## src/cfh_pkg.sv

```systemverilog
package cfh_pkg;

    // Configuration register indexes.
    localparam int CFG_IDX_W = 1;
    localparam logic [CFG_IDX_W-1:0] CFG_POWER_MIN = 1'd0;
    localparam logic [CFG_IDX_W-1:0] CFG_POWER_MAX = 1'd1;

    localparam logic [15:0] POWER_MIN_RESET = 16'd1000;
    localparam logic [15:0] POWER_MAX_RESET = 16'd3600;

    // Reply codes.
    typedef enum logic [2:0] {
        REPLY_STATUS    = 3'd0,
        REPLY_OK        = 3'd1,
        REPLY_BAD_SUM   = 3'd2,
        REPLY_RANGE     = 3'd3,
        REPLY_UNKNOWN   = 3'd4,
        REPLY_RESET_OK  = 3'd5
    } reply_code_t;

    // Command letters.
    localparam logic [7:0] CMD_SET    = 8'h4C; // 'L'
    localparam logic [7:0] CMD_FORCE  = 8'h46; // 'F'
    localparam logic [7:0] CMD_STATUS = 8'h53; // 'S'
    localparam logic [7:0] CMD_RESET  = 8'h52; // 'R'

    // Status frame characters.
    localparam logic [7:0] CHAR_START  = 8'h24; // '$'
    localparam logic [7:0] CHAR_END    = 8'h23; // '#'
    localparam logic [7:0] CHAR_AUTO   = 8'h41; // 'A'
    localparam logic [7:0] CHAR_MANUAL = 8'h4D; // 'M'

    localparam int HDR_LEN    = 4;
    localparam int STATUS_LEN = 17;
    localparam int BEAT_W     = $clog2(STATUS_LEN);

    typedef logic [STATUS_LEN-1:0][7:0] status_frame_t;

endpackage

```

## src/cfh_if.sv

```systemverilog
interface cfh_in_if;
    logic        valid;
    logic        ready;
    logic [7:0]  rx_byte;
    logic        frame_end;
    logic [7:0]  state_letter;
    logic        auto_mode;
    logic        pwm_on;
    logic [15:0] charge_power;
    logic [31:0] high_voltage_bits;
    logic [31:0] low_voltage_bits;
    logic [7:0]  fault_code;
    logic [31:0] now_ms;

    modport source (
        output valid, rx_byte, frame_end, state_letter, auto_mode, pwm_on,
               charge_power, high_voltage_bits, low_voltage_bits, fault_code, now_ms,
        input  ready
    );
    modport sink (
        input  valid, rx_byte, frame_end, state_letter, auto_mode, pwm_on,
               charge_power, high_voltage_bits, low_voltage_bits, fault_code, now_ms,
        output ready
    );
endinterface

interface cfh_out_if;
    logic        valid;
    logic        ready;
    logic [2:0]  reply_code;
    logic [7:0]  tx_byte;
    logic        tx_last;
    logic [15:0] setpoint_value;
    logic        power_forced;
    logic [31:0] command_time;

    modport source (
        output valid, reply_code, tx_byte, tx_last, setpoint_value, power_forced,
               command_time,
        input  ready
    );
    modport sink (
        input  valid, reply_code, tx_byte, tx_last, setpoint_value, power_forced,
               command_time,
        output ready
    );
endinterface

```

## src/cfh_status_frame.sv

```systemverilog
module cfh_status_frame
    import cfh_pkg::*;
(
    input  logic [7:0]    state_letter,
    input  logic          auto_mode,
    input  logic          pwm_on,
    input  logic [15:0]   charge_power,
    input  logic [31:0]   high_voltage_bits,
    input  logic [31:0]   low_voltage_bits,
    input  logic [7:0]    fault_code,
    output status_frame_t frame
);

    logic [STATUS_LEN-1:0][7:0] body;
    logic [6:0][7:0]            pair_sum;
    logic [3:0][7:0]            quad_sum;
    logic [7:0]                 checksum;

    // Frame body, bytes 0 to 14.
    always_comb
    begin
        body      = '0;
        body[0]   = CHAR_START;
        body[1]   = state_letter;
        body[2]   = auto_mode ? CHAR_AUTO : CHAR_MANUAL;
        body[3]   = {7'd0, pwm_on};
        body[4]   = charge_power[15:8];
        body[5]   = charge_power[7:0];
        for (int i = 0; i < 4; i++)
        begin
            body[6 + i]  = high_voltage_bits[8*i +: 8];
            body[10 + i] = low_voltage_bits[8*i +: 8];
        end
        body[14]  = fault_code;
    end

    // Checksum over bytes 0 to 14 as an adder tree, modulo 256.
    always_comb
    begin
        for (int i = 0; i < 7; i++)
        begin
            pair_sum[i] = body[2*i] + body[2*i + 1];
        end
        for (int i = 0; i < 3; i++)
        begin
            quad_sum[i] = pair_sum[2*i] + pair_sum[2*i + 1];
        end
        quad_sum[3] = pair_sum[6] + body[14];
        checksum    = (quad_sum[0] + quad_sum[1]) + (quad_sum[2] + quad_sum[3]);
    end

    // Complete frame with checksum and end mark.
    always_comb
    begin
        frame     = body;
        frame[15] = checksum;
        frame[16] = CHAR_END;
    end

endmodule

```

## src/charger_command_frame_handler.sv

```systemverilog
// The first result of a frame is registered and appears in the cycle after its closing byte is taken.
// Throughput: one byte per cycle while no result is pending or its last beat is being taken.
// A status request gives a 17-beat burst, one beat per ready cycle; input waits for its last.
// Reset (rst_n low, asynchronous) clears header bytes, counters, the stored setpoint,
// force flag and timestamp, and loads the power limits with 1000 and 3600.
module charger_command_frame_handler
    import cfh_pkg::*;
(
    input  logic                 clk,
    input  logic                 rst_n,
    cfh_in_if.sink               din,
    cfh_out_if.source            dout,
    input  logic                 cfg_we,
    input  logic [CFG_IDX_W-1:0] cfg_index,
    input  logic [15:0]          cfg_data
);

    logic [15:0]             power_min_reg;
    logic [15:0]             power_max_reg;
    logic [HDR_LEN-1:0][7:0] hdr_reg, hdr_next;
    logic [2:0]              count_reg, count_next;
    logic [15:0]             setpoint_reg, setpoint_next;
    logic                    force_reg, force_next;
    logic [31:0]             time_reg, time_next;
    logic                    out_valid_reg, out_valid_next;
    logic                    burst_reg, burst_next;
    reply_code_t             code_reg, code_next;
    logic [BEAT_W-1:0]       beats_left_reg, beats_left_next;
    status_frame_t           msg_reg, msg_next;

    status_frame_t           status_frame;
    logic                    accept;
    logic                    take;
    logic                    out_last;
    logic [7:0]              sum_hdr;
    logic [15:0]             power;
    logic                    out_of_range;

    cfh_status_frame u_status (
        .state_letter      (din.state_letter),
        .auto_mode         (din.auto_mode),
        .pwm_on            (din.pwm_on),
        .charge_power      (din.charge_power),
        .high_voltage_bits (din.high_voltage_bits),
        .low_voltage_bits  (din.low_voltage_bits),
        .fault_code        (din.fault_code),
        .frame             (status_frame)
    );

    // Handshakes.
    assign out_last = (beats_left_reg == '0);
    assign take     = out_valid_reg && dout.ready;
    assign din.ready = !out_valid_reg || (dout.ready && out_last);
    assign accept   = din.valid && din.ready;

    // Header capture: the first four bytes of a frame overwrite the held ones.
    always_comb
    begin
        hdr_next   = hdr_reg;
        count_next = count_reg;
        if (accept)
        begin
            if (count_reg < 3'(HDR_LEN))
            begin
                hdr_next[count_reg[1:0]] = din.rx_byte;
                count_next = count_reg + 3'd1;
            end
            if (din.frame_end)
            begin
                count_next = '0;
            end
        end
    end

    // Checksum and power range check on the updated header.
    assign sum_hdr      = hdr_next[0] + hdr_next[1] + hdr_next[2];
    assign power        = {hdr_next[1], hdr_next[2]};
    assign out_of_range = ((power < power_min_reg) && (power != 16'd0))
                          || (power > power_max_reg);

    // Command decode and result loading.
    always_comb
    begin
        setpoint_next   = setpoint_reg;
        force_next      = force_reg;
        time_next       = time_reg;
        out_valid_next  = out_valid_reg;
        burst_next      = burst_reg;
        code_next       = code_reg;
        beats_left_next = beats_left_reg;
        msg_next        = msg_reg;

        // Drain the current result.
        if (take)
        begin
            if (out_last)
            begin
                out_valid_next = 1'b0;
            end
            else
            begin
                beats_left_next = beats_left_reg - 1'b1;
                msg_next        = {8'h00, msg_reg[STATUS_LEN-1:1]};
            end
        end

        // A closing byte loads a new result.
        if (accept && din.frame_end)
        begin
            out_valid_next  = 1'b1;
            burst_next      = 1'b0;
            beats_left_next = '0;
            if (sum_hdr != hdr_next[3])
            begin
                code_next = REPLY_BAD_SUM;
            end
            else
            begin
                case (hdr_next[0])
                    CMD_SET, CMD_FORCE:
                    begin
                        setpoint_next = power;
                        force_next    = (hdr_next[0] == CMD_FORCE);
                        if (out_of_range)
                        begin
                            time_next = '0;
                            code_next = REPLY_RANGE;
                        end
                        else
                        begin
                            time_next = din.now_ms;
                            code_next = REPLY_OK;
                        end
                    end
                    CMD_STATUS:
                    begin
                        code_next       = REPLY_STATUS;
                        burst_next      = 1'b1;
                        beats_left_next = BEAT_W'(STATUS_LEN - 1);
                        msg_next        = status_frame;
                    end
                    CMD_RESET:
                    begin
                        time_next = '0;
                        code_next = REPLY_RESET_OK;
                    end
                    default:
                    begin
                        time_next = '0;
                        code_next = REPLY_UNKNOWN;
                    end
                endcase
            end
        end
    end

    // Control and held state.
    always_ff @(posedge clk or negedge rst_n)
    begin
        if (!rst_n)
        begin
            power_min_reg  <= POWER_MIN_RESET;
            power_max_reg  <= POWER_MAX_RESET;
            hdr_reg        <= '0;
            count_reg      <= '0;
            setpoint_reg   <= '0;
            force_reg      <= 1'b0;
            time_reg       <= '0;
            out_valid_reg  <= 1'b0;
            burst_reg      <= 1'b0;
            code_reg       <= REPLY_OK;
            beats_left_reg <= '0;
        end
        else
        begin
            if (cfg_we)
            begin
                case (cfg_index)
                    CFG_POWER_MIN: power_min_reg <= cfg_data;
                    CFG_POWER_MAX: power_max_reg <= cfg_data;
                    default:       power_max_reg <= power_max_reg;
                endcase
            end
            hdr_reg        <= hdr_next;
            count_reg      <= count_next;
            setpoint_reg   <= setpoint_next;
            force_reg      <= force_next;
            time_reg       <= time_next;
            out_valid_reg  <= out_valid_next;
            burst_reg      <= burst_next;
            code_reg       <= code_next;
            beats_left_reg <= beats_left_next;
        end
    end

    // Status frame bytes, shifted out one per beat.
    always_ff @(posedge clk)
    begin
        msg_reg <= msg_next;
    end

    // Result channel.
    assign dout.valid          = out_valid_reg;
    assign dout.reply_code     = burst_reg ? REPLY_STATUS : code_reg;
    assign dout.tx_byte        = burst_reg ? msg_reg[0] : 8'h00;
    assign dout.tx_last        = out_last;
    assign dout.setpoint_value = setpoint_reg;
    assign dout.power_forced   = force_reg;
    assign dout.command_time   = time_reg;

endmodule

```

## src/flat_wrapper.sv

```systemverilog
// flat-port wrapper written by rule: the top's interface ports become plain ports
module charger_command_frame_handler_flat import cfh_pkg::*;
  (clk, rst_n, cfg_we, cfg_index, cfg_data, din_valid, din_rx_byte, din_frame_end, din_state_letter, din_auto_mode, din_pwm_on, din_charge_power, din_high_voltage_bits, din_low_voltage_bits, din_fault_code, din_now_ms, din_ready, dout_valid, dout_reply_code, dout_tx_byte, dout_tx_last, dout_setpoint_value, dout_power_forced, dout_command_time, dout_ready);
  cfh_in_if din_i ();
  cfh_out_if dout_i ();
  input  logic clk;
  input  logic rst_n;
  input  logic cfg_we;
  input  logic [CFG_IDX_W-1:0] cfg_index;
  input  logic [15:0] cfg_data;
  input wire logic [$bits(din_i.valid)-1:0] din_valid;
  input wire logic [$bits(din_i.rx_byte)-1:0] din_rx_byte;
  input wire logic [$bits(din_i.frame_end)-1:0] din_frame_end;
  input wire logic [$bits(din_i.state_letter)-1:0] din_state_letter;
  input wire logic [$bits(din_i.auto_mode)-1:0] din_auto_mode;
  input wire logic [$bits(din_i.pwm_on)-1:0] din_pwm_on;
  input wire logic [$bits(din_i.charge_power)-1:0] din_charge_power;
  input wire logic [$bits(din_i.high_voltage_bits)-1:0] din_high_voltage_bits;
  input wire logic [$bits(din_i.low_voltage_bits)-1:0] din_low_voltage_bits;
  input wire logic [$bits(din_i.fault_code)-1:0] din_fault_code;
  input wire logic [$bits(din_i.now_ms)-1:0] din_now_ms;
  output wire logic [$bits(din_i.ready)-1:0] din_ready;
  output wire logic [$bits(dout_i.valid)-1:0] dout_valid;
  output wire logic [$bits(dout_i.reply_code)-1:0] dout_reply_code;
  output wire logic [$bits(dout_i.tx_byte)-1:0] dout_tx_byte;
  output wire logic [$bits(dout_i.tx_last)-1:0] dout_tx_last;
  output wire logic [$bits(dout_i.setpoint_value)-1:0] dout_setpoint_value;
  output wire logic [$bits(dout_i.power_forced)-1:0] dout_power_forced;
  output wire logic [$bits(dout_i.command_time)-1:0] dout_command_time;
  input wire logic [$bits(dout_i.ready)-1:0] dout_ready;
  assign din_i.valid = din_valid;
  assign din_i.rx_byte = din_rx_byte;
  assign din_i.frame_end = din_frame_end;
  assign din_i.state_letter = din_state_letter;
  assign din_i.auto_mode = din_auto_mode;
  assign din_i.pwm_on = din_pwm_on;
  assign din_i.charge_power = din_charge_power;
  assign din_i.high_voltage_bits = din_high_voltage_bits;
  assign din_i.low_voltage_bits = din_low_voltage_bits;
  assign din_i.fault_code = din_fault_code;
  assign din_i.now_ms = din_now_ms;
  assign din_ready = din_i.ready;
  assign dout_valid = dout_i.valid;
  assign dout_reply_code = dout_i.reply_code;
  assign dout_tx_byte = dout_i.tx_byte;
  assign dout_tx_last = dout_i.tx_last;
  assign dout_setpoint_value = dout_i.setpoint_value;
  assign dout_power_forced = dout_i.power_forced;
  assign dout_command_time = dout_i.command_time;
  assign dout_i.ready = dout_ready;
  charger_command_frame_handler u_core (.clk(clk), .rst_n(rst_n), .din(din_i), .dout(dout_i), .cfg_we(cfg_we), .cfg_index(cfg_index), .cfg_data(cfg_data));
endmodule
```

## config.mk

```make
export PLATFORM = sky130hd
export DESIGN_NAME = charger_command_frame_handler_flat
export DESIGN_NICKNAME = d
export VERILOG_FILES = /design/src/cfh_pkg.sv /design/src/cfh_if.sv /design/src/cfh_status_frame.sv /design/src/charger_command_frame_handler.sv /design/src/flat_wrapper.sv
export SDC_FILE = /design/constraint.sdc
export NUM_CORES = 1
export LEC_CHECK = 0
export BUFFER_PORTS_ARGS = -buffer_cell sky130_fd_sc_hd__buf_2
export CAP_MARGIN = 20
export CORE_MARGIN = 5
export CORE_UTILIZATION = 35
export CTS_CLUSTER_SIZE = 28
export DETAILED_ROUTE_END_ITERATION = 10
export PLACE_DENSITY = 0.59
export SYNTH_ARGS = -nofsm -noshare
export SYNTH_HDL_FRONTEND = slang
export SYNTH_HIERARCHICAL = 1
export SYNTH_SLANG_ARGS = --single-unit
```

## constraint.sdc

```tcl
create_clock -name clk -period 6.5 [get_ports clk]
set_input_delay 0.975 -clock clk [delete_from_list [all_inputs] [get_ports clk]]
set_output_delay 0.975 -clock clk [all_outputs]
set_load 0.005 [all_outputs]
```

Word-level counts from Yosys, hierarchy flattened
Index checks and enable logic that the tools add are counted.
{"block": "classes", "div_mod_pow": 0, "n_eq_ne": 6, "bitwise_logic": 3, "order_cmp": 5, "n_mux": 30, "addsub": 18, "mul": 0, "n_shift": 0, "n_reduce_logical": 22}
{"cell": "136-bit 2-to-1 mux", "n": 5}
{"cell": "8-bit adder", "n": 14}
{"cell": "32-bit 2-to-1 mux", "n": 3}
{"cell": "32-bit case mux with 2 select lines", "n": 1}
{"cell": "32-bit bitwise mux", "n": 1}
{"cell": "8-bit by 7-bit == test with 1-bit output, second input constant", "n": 4}
{"cell": "5-bit 2-to-1 mux", "n": 5}
{"cell": "8-bit demux with 2-bit select", "n": 1}
{"cell": "16-bit greater-than comparator", "n": 1}
{"cell": "16-bit < comparator", "n": 1}
{"cell": "8-bit 2-to-1 mux", "n": 2}
{"cell": "16-bit nonzero test", "n": 1}
{"cell": "3-bit 2-to-1 mux", "n": 4}
{"cell": "2-bit AND reduction", "n": 5}
{"cell": "3-bit case mux with 3 select lines", "n": 1}
{"cell": "6-bit by 8-bit adder with 8-bit output, first input constant", "n": 1}
{"cell": "8-bit by 1-bit adder with 8-bit output", "n": 1}
{"cell": "8-bit inequality test", "n": 1}
{"cell": "1-bit logical AND", "n": 6}
{"cell": "3-bit AND reduction", "n": 2}
{"cell": "2-bit nonzero test", "n": 3}
{"cell": "5-bit zero test", "n": 1}
{"cell": "1-bit 2-to-1 mux", "n": 5}
{"cell": "5-bit by 1-bit subtractor with 5-bit output, second input constant", "n": 1}
{"cell": "11 further kinds", "n": 14}
{"block": "word_totals", "memories": 0, "ramBits": 0, "wordCells": 115, "regBits": 262, "latch_bits": 0, "output_inout_bits": 63, "mem_bits_ro": 0, "input_bits": 161}

Logic depth before layout (Yosys ltp)
Gate-level depths: netlist of run 1.
{"block": "logic_depth", "depth_word": 13, "depth_mapped": 24, "depth_no_buf": 20}

Cells and area by module
Netlist of run 1, hierarchy kept.
{"module": "charger_command_frame_handler", "seq_area_each_um2": 5889.4, "cells_each": 1038, "area_per_inst_um2": 12662.1, "instances": 1}
{"module": "cfh_status_frame", "seq_area_each_um2": 0.0, "cells_each": 351, "area_per_inst_um2": 3208.1, "instances": 1}

Worst setup path after synthesis of run 1
No wires, ideal clock.
{"block": "synth_path", "path_type": "input port to flip-flop", "from": "input port din_valid", "to": "register u_core/msg_reg[100] (netlist bit)", "arrival_time_ns": 5.504, "required_time_ns": 6.377, "n_path_buf": 5, "path_slack_ns": 0.873, "stages": 20, "path_cell_list": "clkbuf_1 and4b_1 a21oi_1 clkbuf_1 o21ai_0 fa_1 ha_1 inv_1 fa_1 xnor2_1 xnor2_1 o21ai_0 o21ai_0 o2111ai_1 or3_1 buf_6 nor3_2 buf_2 buf_4 mux2_1"}
{"item": "start: declaration", "line": "flat_wrapper.sv:11", "rtl": "input wire logic [$bits(din_i.valid)-1:0] din_valid;"}
{"item": "end signal: assignment", "line": "charger_command_frame_handler.sv:199", "rtl": "msg_reg <= msg_next;"}
{"item": "end: declaration", "line": "charger_command_frame_handler.sv:29", "rtl": "status_frame_t msg_reg, msg_next;"}

==> results of run 1 <==
[cells in the mapped netlist, drive strengths merged (8+ instances only)]
cell    number  share of area
mux2       325           0.23
inv        177          0.042
buf        154          0.073
dfxtp      136           0.17
dfrtp      115           0.18
fa          75          0.095
ha          58          0.046
nand2       43          0.010
o21ai       38          0.012
a32o        33          0.021
clkbuf      29         0.0069
xnor2       26          0.015
a21oi       22         0.0076
nor2        22         0.0052
nor2b       14         0.0055
dfstp       11          0.018
nor3        10         0.0038
xor2        10         0.0055
and2         8         0.0032
[path summary, 6_finish.rpt]
check	startpoint	end	slack (ns)	cells after the start
worst min-delay path	u_core/dout.command_time[4]	u_core/dout.command_time[4]	0.48	1
worst min register to register	u_core/dout.command_time[4]	u_core/dout.command_time[4]	0.48	1
worst max-delay path	u_core/beats_left_reg[0]	u_core/msg_reg[4]	1.01	22
worst max register to register	u_core/beats_left_reg[0]	u_core/msg_reg[4]	1.01	22
min in group asynchronous	rst_n	u_core/dout.setpoint_value[12]	0.53	1
max in group asynchronous	rst_n	u_core/dout.command_time[23]	4.58	2
[metal layers]
| metal | share of wire | global-route usage | vias to the layer above |
|---|---|---|---|
| met3 | 0.077 | 0.05026 | 72 |
| met5 | 0.0033 | 0 | - |
| li1 | - | - | 4795 |
| met2 | 0.49 | 0.2477 | 244 |
| met4 | 0.021 | 0.03933 | 20 |
| met1 | 0.41 | 0.1731 | 4828 |
[stage by stage]
step           area, µm²  setup WS (ns)  total power, µW
2_1_floorplan      15970         0.8728             4749
3_3_place_gp       16830         0.6291             5567
3_5_place_dp       16830         0.5996             5651
4_1_cts            18020         0.9450             7676
5_1_grt            18020         0.6246             8168
6_report           18040          1.006             7526
[logic make-up after synthesis]
logic type,share of synthesized area
XOR/XNOR,0.02941
other,0.0004732
adder cells (fa/ha/maj),0.1403
AND/OR/NAND/NOR,0.04849
buffers and inverters,0.1222
AO/OA/AOI/OAI,0.05653
multiplexers,0.2315
flip-flops,0.3711
[critical path, stage by stage (launching register included)]
cell       delay [ns]
dfrtp_1          0.40
inv_1            0.09
ha_1             0.14
or4b_4           0.49
clkinv_4         0.10
a21oi_1          0.18
mux2_2           0.35
inv_1            0.09
fa_1             0.42
inv_1            0.07
ha_1             0.17
inv_1            0.07
fa_1             0.46
xnor2_1          0.29
xnor2_1          0.16
o21ai_0          0.09
o21ai_0          0.15
o2111ai_1        0.12
or3_1            0.49
nor3_4           0.26
buf_12           0.19
buf_12           0.22
mux2_2           0.35
[area by class of cell]
class / count / area, µm²
well taps: 600 / 750.7
flip-flops and latches: 262 / 5889
inverters: 178 / 673.1
diodes: 8 / 20.02
multi-input cells: 793 / 8168
fillers: 4385 / 27050
clock buffers: 48 / 1025
repair buffers: 245 / 1346
clock inverters: 12 / 163.9
[power by group through the flow]
stage	combinational [µW]	clock (µW)	sequential, µW
global placement	3660	0	1910
CTS	3760	2030	1880
global route	4160	2100	1900
finish	3690	1950	1880
floorplan	2870	0	1880
detailed placement	3740	0	1910
==> flow_summary_export.csv, run 1 <==
group,metric,value,unit
outcome,status,"finished, final reports clean",
layout,largest_register_ff_count,136,
floorplanning,floorplan.rows,78,
clock_network,cts.sinks,262,
power,cellLeakagePower,0.008977,µW
sta,finClkSkew,0.02802,ns
synthesis,cells_after_synth,1389,
worst_setup_path,crit_arrival,5.90,ns
power,p_switching,2812,µW
grt,grt_pass1_wl,57530,µm
synthesis,synth.ff_latch_count,262,
layout,final-instance-count-excl-fill,2146,
clock_network,number_of_setup_buffers_added_after_cts,0,
place,dpl.cell_count,2078,
layout,layout.cells.most_common,"mux2_2",
clock_network,postCtsHoldBufs,0,
sta,timing.final.hold_violations,0,
layout,areaGrowthSynthToFinish,13.65,%
route,route.final.wire_length,35940,µm
sta,maxSlewViolCount,0,
sta,finalSetupViolations,0,
synthesis,number_of_enable_type_register_cells_in_the_synthesized_netlist,0,
power,power.sequential.fraction,0.250,
synthesis,synth_flop_type,"dfxtp_1",
layout,mostFrequentLayoutCells,"mux2_2, buf_2, inv_1",
floorplanning,fp.dieArea,49700,µm²
power,worst_ir_drop_vdd,363.4,µV
synthesis,netlist_area,15870,µm²
power,comb_power_share,0.490,
grt,grt_antenna_before_repair,22,
sta,hold_ws,0.4830,ns
route,wl_per_cell,16.75,µm
route,remaining_drc_errors,0,
floorplanning,floorplan.die.width,222.9,µm
worst_setup_path,crit_type,"register to register",
route,drt-pass1-iter-count,4,
synthesis,yosys.cell_types.count,69,
worst_setup_path,worstSetupEndpointType,"register",
clock_network,cts_tree,"done",
floorplanning,initial_cell_density_of_the_core,0.3520,
worst_setup_path,critical_path_required_time,6.91,ns
route,first_iter_violations,498,
clock_network,cts_made_buffers,34,
power,swShare,0.3736,
sta,period_share,0.8452,
sta,worst-slew-pin-transition,0.8369,ns
layout,number_of_nets_in_the_layout,1808,
grt,grt_overflow,0,
clock_network,ctsLongestPathBuffers,3,
sta,fmax,182.0,MHz
floorplanning,core_region,45090,µm²
sta,slew_headroom,0.4421,
power,clock_power_share,0.259,
worst_hold_path,min_path_type,"register to register",
worst_setup_path,largest_driver_fanout_on_the_critical_path,34,
clock_network,clk_pin_slew_worst_paths,0.06,ns
floorplanning,boundary_pins,224,
worst_setup_path,critical_path_start_type,"register",
synthesis,synth-warning-count,6,
power,internal_power,4715,µW
sta,finalSetupTns,0,ns
clock_network,post_cts_resized,0,
synthesis,synth.avg_cell_area,11.43,µm²
power,power-per-cell-area,417.3,nW/µm²
clock_network,clock-root-buffer,"clkbuf_16",
job,max-cap-violations,0,
sta,rsz0062_at_grt,"no",
route,vias_per_std_cell,4.641,
route,final_antenna_net_count,0,
floorplanning,die_h,222.9,µm
clock_network,clock_latency,0.54,ns
route,vias,9959,
grt,first_global_vias,10590,
layout,drive_above_1_share,0.3589,
sta,finalCriticalPeriod,5.494,ns
clock_network,number_of_levels_in_the_clock_h_tree,2,
synthesis,synth_async_sr_flop_share,0.4809,
grt,grt.total_usage,0.1445,
synthesis,synth_sequential_area_ratio,0.3711,
layout,fin_util,0.4000,
place,dp_hpwl,27770,µm
grt,grt_max_degree,67,
place,port-buffer-count,223,
place,last_weighted_congestion_value_of_the_routability_driven_placer,0.8448,
Note: power is estimated with default switching activity, not from simulation.
==> run 2, diff against run 1 <==
- ABC_AREA: unset -> 1
- clock period: 6.5 -> 5.62 ns (I/O delays scaled with it)
==> run 2 against run 1 <==
Sequential share of layout area down 2.0 points. Global-route usage increased by 1.5 points. Combinational power grew 35%. Sequential power is 30% higher. Total power rose by 28%. Clock power up 12%. Via count is 42% higher.
==> flow_summary_export.csv, run 2 <==
group,metric,value,unit
clock_network,clk_pin_slew_worst_paths,0.06,ns
floorplanning,initial_cell_density_of_the_core,0.3531,
floorplanning,core_region,48850,µm²
sta,finalSetupTns,0,ns
power,cellLeakagePower,0.009856,µW
clock_network,post_cts_resized,0,
route,vias,14184,
worst_setup_path,path_common_cell,"inv_1",
grt,grt.total_usage,0.1597,
worst_setup_path,worstSetupEndpointType,"register",
worst_setup_path,r2r_cells,26,
sta,rsz0062_at_grt,"no",
synthesis,synth.avg_cell_area,7.190,µm²
sta,worst-slew-pin-transition,1.040,ns
route,remaining_drc_errors,0,
worst_setup_path,r2r_start,"u_core/beats_left_reg[0]",
clock_network,clock_latency,0.58,ns
floorplanning,die_h,232.0,µm
worst_setup_path,critical-path-max-stage-delay,0.51,ns
synthesis,synth.ff_latch_count,262,
sta,finalCriticalPeriod,5.135,ns
grt,first_global_vias,14057,
clock_network,ctsLongestPathBuffers,3,
synthesis,synth_sequential_area_ratio,0.3415,
layout,drive_above_1_share,0.1453,
power,total_power_of_the_final_layout,9621,µW
job,max-cap-violations,0,
synthesis,number_of_enable_type_register_cells_in_the_synthesized_netlist,0,
outcome,status,"finished, final reports clean",
place,last_weighted_congestion_value_of_the_routability_driven_placer,0.8973,
floorplanning,boundary_pins,224,
clock_network,cts_tree,"done",
sta,finalSetupViolations,0,
grt,grt_pass1_wl,70720,µm
place,dp_hpwl,32760,µm
layout,areaGrowthSynthToFinish,11.35,%
synthesis,yosys.cell_types.count,49,
worst_hold_path,min_path_type,"input pin to async pin",
grt,top_usage_layer,"met2",
synthesis,synth.most_common_cell,"nand2_1",
worst_setup_path,critical_path.n_buffers_inverters,6,
synthesis,ys_top_cells_by_count,"nand2_1, inv_1, o21ai_0",
synthesis,synth_largest_type_area_fraction,0.1668,
synthesis,synth-warning-count,6,
clock_network,clock-root-buffer,"clkbuf_16",
synthesis,synth_flop_type,"dfxtp_1",
sta,slew_headroom,0.3065,
clock_network,cts_made_buffers,31,
synthesis,netlist_area,17250,µm²
sta,timing.final.hold_violations,0,
layout,layout.cells.most_common,"nand2_1",
layout,final-instance-count-excl-fill,3171,
route,vias_per_std_cell,4.473,
grt,gr-usage-met1,0.2106,
worst_setup_path,critical_path_start_type,"register",
worst_setup_path,worst_path_dominant_cell_family,"simple AND/OR/NAND/NOR gates",
worst_setup_path,crit-reg2reg-capture,"u_core/dout.setpoint_value[6]",
floorplanning,floorplan.rows,81,
worst_setup_path,master_of_the_slowest_instance_on_the_critical_path,"fa_1",
layout,number_of_nets_in_the_layout,2775,
sta,hold_ws,0.3391,ns
route,final_antenna_net_count,0,
worst_setup_path,setup.reg_to_reg.worst_slack,0.49,ns
worst_setup_path,crit_type,"register to register",
sta,finClkSkew,0.01525,ns
power,worst_ir_drop_vdd,342.8,µV
route,wl_per_cell,13.78,µm
worst_setup_path,largest_driver_fanout_on_the_critical_path,29,
grt,grt_antenna_before_repair,4,
synthesis,synth_async_sr_flop_share,0.4809,
power,power-per-cell-area,501.0,nW/µm²
worst_setup_path,critical_path_required_time,6.08,ns
grt,grt_overflow,0,
floorplanning,floorplan.die.width,232.0,µm
clock_network,postCtsHoldBufs,0,
worst_setup_path,crit_arrival,5.59,ns
grt,global_route.usage.met3,0.03448,
layout,mostFrequentLayoutCells,"nand2_1, inv_1, o21ai_0",
place,port-buffer-count,223,
route,drt-pass1-iter-count,6,
synthesis,synth_top_cells_by_area,"dfrtp_1, nand2_1, dfxtp_1",
grt,grt_max_degree,134,
synthesis,cells_after_synth,2399,
sta,period_share,0.9137,
place,dpl.cell_count,3112,
route,route.final.wire_length,43700,µm
clock_network,cts.sinks,262,
route,first_iter_violations,874,
clock_network,number_of_levels_in_the_clock_h_tree,1,
sta,fmax,194.8,MHz
floorplanning,fp.dieArea,53820,µm²
sta,maxSlewViolCount,0,
grt,met2_usage,0.2673,
synthesis,cell_type_contributing_the_most_total_cell_area_after_synthesis,"dfrtp_1",
clock_network,number_of_setup_buffers_added_after_cts,0,
layout,largest_register_ff_count,136,
==> run 2: worst max path at each step <==
stage	endpoint	start	cells after the start	slack (ns)
after floorplan	u_core/msg_reg[127]	din_state_letter[4]	19	0.80
after global placement	u_core/msg_reg[127]	din_state_letter[4]	20	0.42
after detailed placement	u_core/dout.setpoint_value[6]	dout_ready	21	0.40
after CTS	u_core/dout.setpoint_value[6]	u_core/beats_left_reg[0]	24	0.46
after global routing	u_core/dout.setpoint_value[14]	u_core/beats_left_reg[0]	24	0.05
final	u_core/dout.setpoint_value[6]	u_core/beats_left_reg[0]	26	0.49
==> run 2: stage by stage <==
stage,util,setup slack (ns),cell area (µm²)
after CTS,0.3931,0.4603,19200
after global placement,0.3701,0.4190,18080
after global routing,0.3931,0.05376,19200
after detailed placement,0.3701,0.4030,18080
final,0.3932,0.4853,19210
after floorplan,-,0.8045,17350
==> run 2: cell families after synthesis <==
group                    after synthesis  synth area share
AO/OA/AOI/OAI                        380            0.1183
XOR/XNOR                              26           0.01320
adder cells (fa/ha/maj)              133            0.1291
buffers and inverters                699            0.1882
flip-flops                           262            0.3415
other                                  2         0.0004354
AND/OR/NAND/NOR                      897            0.2093
==> run 2: power by group <==
group | internal [µW] | total [µW] | switching (µW)
Clock | 1350 | 2190 | 835
Combinational | 1850 | 4980 | 3130
Sequential | 2260 | 2450 | 187
==> run 2: cell type report <==
class                   instances  area [µm²]
diodes                          1       2.502
clock buffers                  43       910.9
fillers                      5139       29640
well taps                     664       830.8
flip-flops and latches        262        5889
repair buffers                246        1341
clock inverters                15       211.5
inverters                     475        1784
multi-input cells            1465        8235
==> run 2: routing by layer <==
layer / up-vias / routed length (µm) / part of all wire
met5: - / 46 / 0.0011
met4: 6 / 1134 / 0.026
met3: 75 / 2873 / 0.066
met2: 339 / 19910 / 0.46
met1: 6510 / 19740 / 0.45
li1: 7254 / - / -
